==> src/rtl/pru_pkg.sv <==
// ----------------------------------------------------------------------------
// pru_pkg
// Shared types, codes and sizes for the pixel replicating upscaler.
// ----------------------------------------------------------------------------
package pru_pkg;

  localparam int unsigned DEF_MAX_WIDTH = 1024;
  localparam int unsigned DEF_MAX_SCALE = 100;

  localparam int unsigned SCALE_W     = 7;
  localparam int unsigned ROW_WIDTH_W = 11;
  localparam int unsigned CFG_IDX_W   = 8;
  localparam int unsigned CFG_DATA_W  = 11;

  typedef enum logic [CFG_IDX_W-1:0] {
    REG_SCALE     = 8'd0,
    REG_ROW_WIDTH = 8'd1
  } cfg_reg_e;

  typedef enum logic {
    ACT_LOAD = 1'b0,
    ACT_PULL = 1'b1
  } action_e;

  typedef enum logic [2:0] {
    ST_LOADED   = 3'd0,
    ST_REJECTED = 3'd1,
    ST_PIXEL    = 3'd2,
    ST_PAD      = 3'd3,
    ST_EMPTY    = 3'd4
  } status_e;

  typedef struct packed {
    logic [7:0] red;
    logic [7:0] green;
    logic [7:0] blue;
  } pixel_t;

  typedef struct packed {
    logic       action;
    logic [7:0] blue;
    logic [7:0] green;
    logic [7:0] red;
  } in_t;

  typedef struct packed {
    logic [2:0] status;
    logic [7:0] out_blue;
    logic [7:0] out_green;
    logic [7:0] out_red;
    logic       row_end;
    logic       source_done;
  } out_t;

  // classified item held between front and back
  typedef struct packed {
    action_e op;
    pixel_t  pixel;
  } item_t;

endpackage

==> src/rtl/pru_front.sv <==
// ----------------------------------------------------------------------------
// pru_front
// Accepts input beats, classifies them and holds them in a two entry queue.
// ----------------------------------------------------------------------------
module pru_front (
  input  logic          clk_i,
  input  logic          rst_ni,
  input  logic          in_valid_i,
  output logic          in_stall_o,
  input  pru_pkg::in_t  in_data_i,
  output logic          item_valid_o,
  output pru_pkg::item_t item_o,
  input  logic          item_pop_i
);
  import pru_pkg::*;

  item_t      queue_q [2];
  logic       wr_ptr_q, wr_ptr_d;
  logic       rd_ptr_q, rd_ptr_d;
  logic [1:0] count_q, count_d;
  logic       push, pop;
  item_t      item_in;

  assign in_stall_o   = (count_q == 2'd2);
  assign push         = in_valid_i && !in_stall_o;
  assign pop          = item_pop_i && (count_q != 2'd0);
  assign item_valid_o = (count_q != 2'd0);
  assign item_o       = queue_q[rd_ptr_q];

  // classify the action and pack the pixel
  always_comb begin
    item_in.op          = in_data_i.action ? ACT_PULL : ACT_LOAD;
    item_in.pixel.blue  = in_data_i.blue;
    item_in.pixel.green = in_data_i.green;
    item_in.pixel.red   = in_data_i.red;
  end

  always_comb begin
    wr_ptr_d = push ? ~wr_ptr_q : wr_ptr_q;
    rd_ptr_d = pop ? ~rd_ptr_q : rd_ptr_q;
    count_d  = 2'(count_q + {1'b0, push} - {1'b0, pop});
  end

  always_ff @(posedge clk_i or negedge rst_ni) begin
    if (!rst_ni) begin
      wr_ptr_q <= 1'b0;
      rd_ptr_q <= 1'b0;
      count_q  <= 2'd0;
    end else begin
      wr_ptr_q <= wr_ptr_d;
      rd_ptr_q <= rd_ptr_d;
      count_q  <= count_d;
    end
  end

  always_ff @(posedge clk_i) begin
    if (push) begin
      queue_q[wr_ptr_q] <= item_in;
    end
  end

endmodule

==> config.mk <==
export PLATFORM = sky130hd
export DESIGN_NAME = pru_front
export DESIGN_NICKNAME = d
export VERILOG_FILES = /design/src/rtl/pru_pkg.sv /design/src/rtl/pru_front.sv
export SDC_FILE = /design/constraint.sdc
export NUM_CORES = 1
export LEC_CHECK = 0
export ABC_AREA = 1
export BUFFER_PORTS_ARGS = -buffer_cell sky130_fd_sc_hd__buf_4
export CAP_MARGIN = 0
export CORE_UTILIZATION = 51
export DETAILED_ROUTE_END_ITERATION = 10
export PLACE_DENSITY = 0.78
export SLEW_MARGIN = 20
export SYNTH_ARGS = -nofsm -noshare
export SYNTH_HDL_FRONTEND = slang
export SYNTH_SLANG_ARGS = --single-unit
export TNS_END_PERCENT = 5
==> constraint.sdc <==
create_clock -name clk_i -period 2.7 [get_ports clk_i]
set_clock_uncertainty 0.1 [all_clocks]
set_input_delay 0.135 -clock clk_i [delete_from_list [all_inputs] [get_ports clk_i]]
set_output_delay 0.135 -clock clk_i [all_outputs]
set_load 0.1 [all_outputs]
# Word level (Yosys, flattened, before mapping)
# Memory sizes are Yosys's and may differ from the RTL's.
# Cells that the tools add are included.
[classes]
addsub = 2
n_eq_ne = 1
mux = 3
bitwise = 2
n_reduce_logical = 4
[op_table]
columns = ["op", "n"]
rows = [
  ["$mux W1", 3],
  ["$add A2 B1 Y2", 1],
  ["$eq A2 B2 Y1 const B", 1],
  ["$logic_and A1 B1 Y1", 2],
  ["$not A1 Y1", 2],
  ["$reduce_bool A2 Y1", 1],
  ["$sub A2 B1 Y2", 1],
  ["$logic_not A1 Y1", 1],
]
[word_totals]
register_bits = 4
ramBits = 50
input_bits = 29
out_inout_bits = 27
word_cells = 16
mem_count = 1
[memory_table]
columns = ["memory", "words", "word_bits", "rd", "rd_ports_with_merged_regs", "write_ports", "line_no", "rtl"]
rows = [
  ["queue_q", 2, 25, 1, 0, 1, "pru_front.sv:17", "item_t queue_q [2];"],
]

# Logic depth before layout (Yosys ltp)
[depth]
word_depth = 5
mapped_depth = 10
mapped_depth_nobuf = 10

# Worst setup path after synthesis
# OpenSTA, ideal clock, no wires.
[synth_path]
path_kind = "reg-to-reg"
startpoint = "reg count_q[1]"
endpoint = "mem queue_q[1][0] (netlist bit) (enable)"
setup_time_ns = 0.407
arrival_ns = 1.623
t_required_ns = 2.193
slack_ns = 0.571
stages_incl_launch_ff = 4
path_buffers = 0
synth_period_minus_slack_ns = 2.129
path_cell_list = "dfrtp_1 nand2_1 nand2_1 nor2_1"
[synth_between]
elab_chain_cells = 5
[synth_rtl]
columns = ["element", "line_no", "rtl"]
rows = [
  ["start: declaration", "pru_front.sv:20", "logic [1:0] count_q, count_d;"],
  ["start signal: assignment", "pru_front.sv:52", "count_q <= count_d;"],
  ["$eq A2 B2 Y1", "pru_front.sv:24", "assign in_stall_o = (count_q == 2'd2);"],
  ["$logic_not A1 Y1", "pru_front.sv:25", "assign push = in_valid_i && !in_stall_o;"],
  ["$logic_and A1 B1 Y1", "pru_front.sv:25", ""],
  ["$mux W1", "pru_front.sv:57", "if (push) begin"],
  ["$mux W1 (implied by the code)", "pru_front.sv:58", "queue_q[wr_ptr_q] <= item_in;"],
  ["end: declaration", "pru_front.sv:17", ""],
]
# Every way passes these cells.

==> results.md <==
- The flow ran to the end, and the final reports show no timing, DRC or antenna violations.
- The die covers roughly 4400 µm².
- The worst hold path passes through 3 cells.
- Ranked by total cell area, the synthesized netlist is headed by sky130_fd_sc_hd__edfxtp_1, sky130_fd_sc_hd__nand2_1, sky130_fd_sc_hd__dfrtp_1.
- In this run the horizontal extent of the chip is roughly 66 µm.
- Port buffering added 55 buffers.
- In the routed layout, each cell is associated on average with a via count of 4.73.
- Data on the critical path arrives at its endpoint at 1880 ps.
- The startpoint kind of the worst setup timing path is a flip-flop.
- The prevailing post-synth register cell is sky130_fd_sc_hd__edfxtp_1.
- Clock-pin slew was measured on the worst setup and hold paths at ~80 ps.
- Data on the critical path is required at its endpoint by roughly 2500 ps.
- The worst-case hold path end point is wr_ptr_q$_DFFE_PN0N_.
- In the final design database the tool counted between 200 and 300 nets.
- The total nets after synthesis is roughly 190.
- The total area inside the core boundary comes to 3800 µm².
- The number of buffers added by the clock tree synthesis step is 5.
- Summed over all layers, the global routing overflow is 0.
- For this run, global-route usage on met1 was measured as 0.208.
- In this run the vertical extent of the chip is about 66 µm.
- The cell taking the most area after synthesis is sky130_fd_sc_hd__edfxtp_1.
- The number of failing hold endpoints at the final stage is 0.
- The via count is 1,415.
- The cell area after placement is 2540 µm².
- At the pin with the least slew margin, the transition time is ~810 ps.
- The worst register-to-register path begins at count_q[1]$_DFF_PN0_.
- The number of antenna violations at the first check in global routing is 0.
- The average detailed-routed wire length per instance is approximately 12 µm.
- The I/O pin count is between 50 and 60.
- The initial cell density of the core is 0.550.
- The dominant cell by count in the synthesized netlist is sky130_fd_sc_hd__nand2_1.
- Setup repair after global routing left no endpoint under its margin.
- For flop-to-flop paths, the worst setup slack is slightly below 1000 ps.
- Of the cells placed in the final design, the portion with a size suffix greater than 1 is 0.291.
- The global-route usage over all layers is 0.190.
- For this run, the number of Yosys warnings is 0.
- The top cell type's share of synthesized area is 0.719.
- The maximum fanout along the worst path is 20.
- The relative max-transition margin is 0.458.
- Subtracting the final worst setup slack from the clock period gives about 2100 ps.
- The startpoint-to-endpoint class of the critical path is reg -> out.
- The number of different library cells in the post-synthesis netlist is 12.
- After detailed routing, the total wire length is around 3.7 mm.
- The worst register-to-register path has a depth of 4.
- The maximum number of pins on one net before global-route repair is 27.
- The final RePlAce weighted congestion is between 0.7 and 0.8.
- The worst flop-to-flop path endpoint is queue_q[1][0]$_DFFE_PP_.
- The commonest cells after synthesis are sky130_fd_sc_hd__nand2_1, sky130_fd_sc_hd__edfxtp_1, sky130_fd_sc_hd__inv_1.
- The first global-routing pass estimated between 5 and 6 mm of wire.
- The floorplan row count is 22.
- After layout, the worst setup slack is between 500 and 600 ps.
- The number of flops mapped to enable cells by yosys is 50.
- Static timing analysis puts the maximum clock frequency at ~470 MHz.
- For met2 alone, demand over resource in global routing was 0.344.
- For this run, global-route usage on met3 was measured as 0.0672.
- Compared with the post-synthesis result, the final layout area differs by 39.6%.
- At the placement stage, the worst setup path has a slack of 930 ps.
- The tool flagged a number of max-cap violations equal to 0.
- Summing all flip-flop and latch instances after layout gives around 1600 µm².
- Once the clock tree was built, the resizer swapped 0 gates to a different size.
- The count of antenna-violating nets left after detailed routing is 0.
- The core utilization of the finished layout is 0.768.
- The number of DRC violations after detailed-routing iteration 0 is 43.
- The min-delay analysis places its worst path in the category in -> reg.
- The final-layout setup total negative slack is 0 ps.
- For this run, asynchronously set or reset flops after synthesis account for 0.0741.
- In the finished design, the share of the clock period the worst path needs comes to 0.783.
- The multi-input gate area in the final layout is roughly 390 µm².
- The clock insertion delay at the later pin of the skew report is between 200 and 300 ps.
- In this run the deepest clock path goes through 2 buffers.
- Each instance of the synthesized netlist takes up on average 12.8 µm².
- The synthesized netlist occupies a cell area of between 2000 and 2500 µm².
- The total non-filler cell area in the finished layout is 2920 µm².
- For this design, the sink count on the clock tree is 54.
- The final number of max-transition violations is 0.
- Counting every instance in the synthesized netlist gives between 150 and 200.
- Detailed placement ended at an HPWL of between 2 and 2.5 mm.
- The number of levels in the clock H-tree is 2.
- The register area share after synthesis is 0.766.
- Setup violations remaining at the end of the flow were counted as 0.
- The most congested layer reported by global routing is met2.
- The worst setup path is captured at an output port.
- The number of detailed-routing iterations run before antenna repair is 4.
- CTS placed an instance of sky130_fd_sc_hd__clkbuf_8 at the clock tree root.
- The via count of the first global-routing pass is between 1,000 and 1,500.
- TritonCTS built the clock tree.
- After synthesis the netlist holds a flip-flop and latch count of 54.
- After detailed routing, the number of remaining DRC violations is 0.
- The number of inserted diodes is 0.
- The startpoint of the lowest-slack hold path is in_valid_i.
- Counting the fill cells in the layout gives ~240.
==> per-layer routing <==
layer | vias to the layer above | wire, µm
li1 | 707 | -
met1 | 641 | 1430
met2 | 59 | 1920
met3 | 8 | 283
met4 | 0 | 60
met5 | - | 0
==> stage by stage <==
| stage | hold slack (ps) | std cells |
|---|---|---|
| 2_1_floorplan | -261 | 163 |
| 3_3_place_gp | -165 | 265 |
| 3_5_place_dp | -164 | 265 |
| 4_1_cts | 18.8 | 299 |
| 5_1_grt | 33.8 | 299 |
| 6_report | 24.9 | 299 |
==> state kept, by name, indices dropped and copies added (netlist names) <==
name,count
queue_q,50
count_q,2
wr_ptr_q,1
rd_ptr_q,1
==> critical path, cell delays in order (launching register included) <==
cell and delay (ps):
sky130_fd_sc_hd__dfrtp_1 880, sky130_fd_sc_hd__buf_4 280, sky130_fd_sc_hd__nand2_1 60, sky130_fd_sc_hd__nand2_1 70, sky130_fd_sc_hd__buf_4 280
==> placed cells by master, fill, tap and decap left out <==
master,synthesis,layout
sky130_fd_sc_hd__buf_4,1,59
sky130_fd_sc_hd__bufinv_16,0,1
sky130_fd_sc_hd__clkbuf_8,0,5
sky130_fd_sc_hd__clkinv_4,0,1
sky130_fd_sc_hd__dfrtp_1,4,4
sky130_fd_sc_hd__dlygate4sd3_1,0,27
sky130_fd_sc_hd__edfxtp_1,50,50
sky130_fd_sc_hd__ha_1,2,2
sky130_fd_sc_hd__inv_1,9,9
sky130_fd_sc_hd__inv_8,1,1
sky130_fd_sc_hd__nand2_1,83,83
sky130_fd_sc_hd__nand2_2,5,5
sky130_fd_sc_hd__nand3_1,3,3
sky130_fd_sc_hd__nor2_2,0,1
==> cells by family after synthesis <==
kind of cell,after synthesis,share of synthesized area
simple gates,92,0.173
flops,54,0.766
buf+inv,15,0.0485
fa+ha+maj,2,0.0120
==> how the worst max path moves through the flow <==
stage                                     from                       to  slack, ps  cells past startpoint
after floorplan           count_q[1]$_DFF_PN0_  queue_q[1][0]$_DFFE_PP_        570                      3
after global placement    rd_ptr_q$_DFFE_PN0P_                item_o[7]        970                      4
after detailed placement  rd_ptr_q$_DFFE_PN0P_                item_o[5]        930                      4
after CTS                 rd_ptr_q$_DFFE_PN0P_                item_o[5]        590                      4
after global routing      rd_ptr_q$_DFFE_PN0P_                item_o[5]        520                      4
final                     rd_ptr_q$_DFFE_PN0P_                item_o[5]        590                      4
==> final cells by class <==
class / instances / share of cell area
flip-flops and latches: 54 / 0.549
repair buffers: 86 / 0.245
multi-input cells: 94 / 0.133
clock buffers: 5 / 0.0236
well taps: 48 / 0.0206
inverters: 10 / 0.0154
clock inverters: 2 / 0.0133
==> repair_timing <==
action / 4_1_cts / 5_1_grt
buffers inserted: 0 / 0
hold endpoints to repair: 55 / 0
hold buffers: 27 / 0
Power is left out: the tool's default activity adds up to more than one toggle a clock period on the data nets, which glitch-free logic cannot reach.
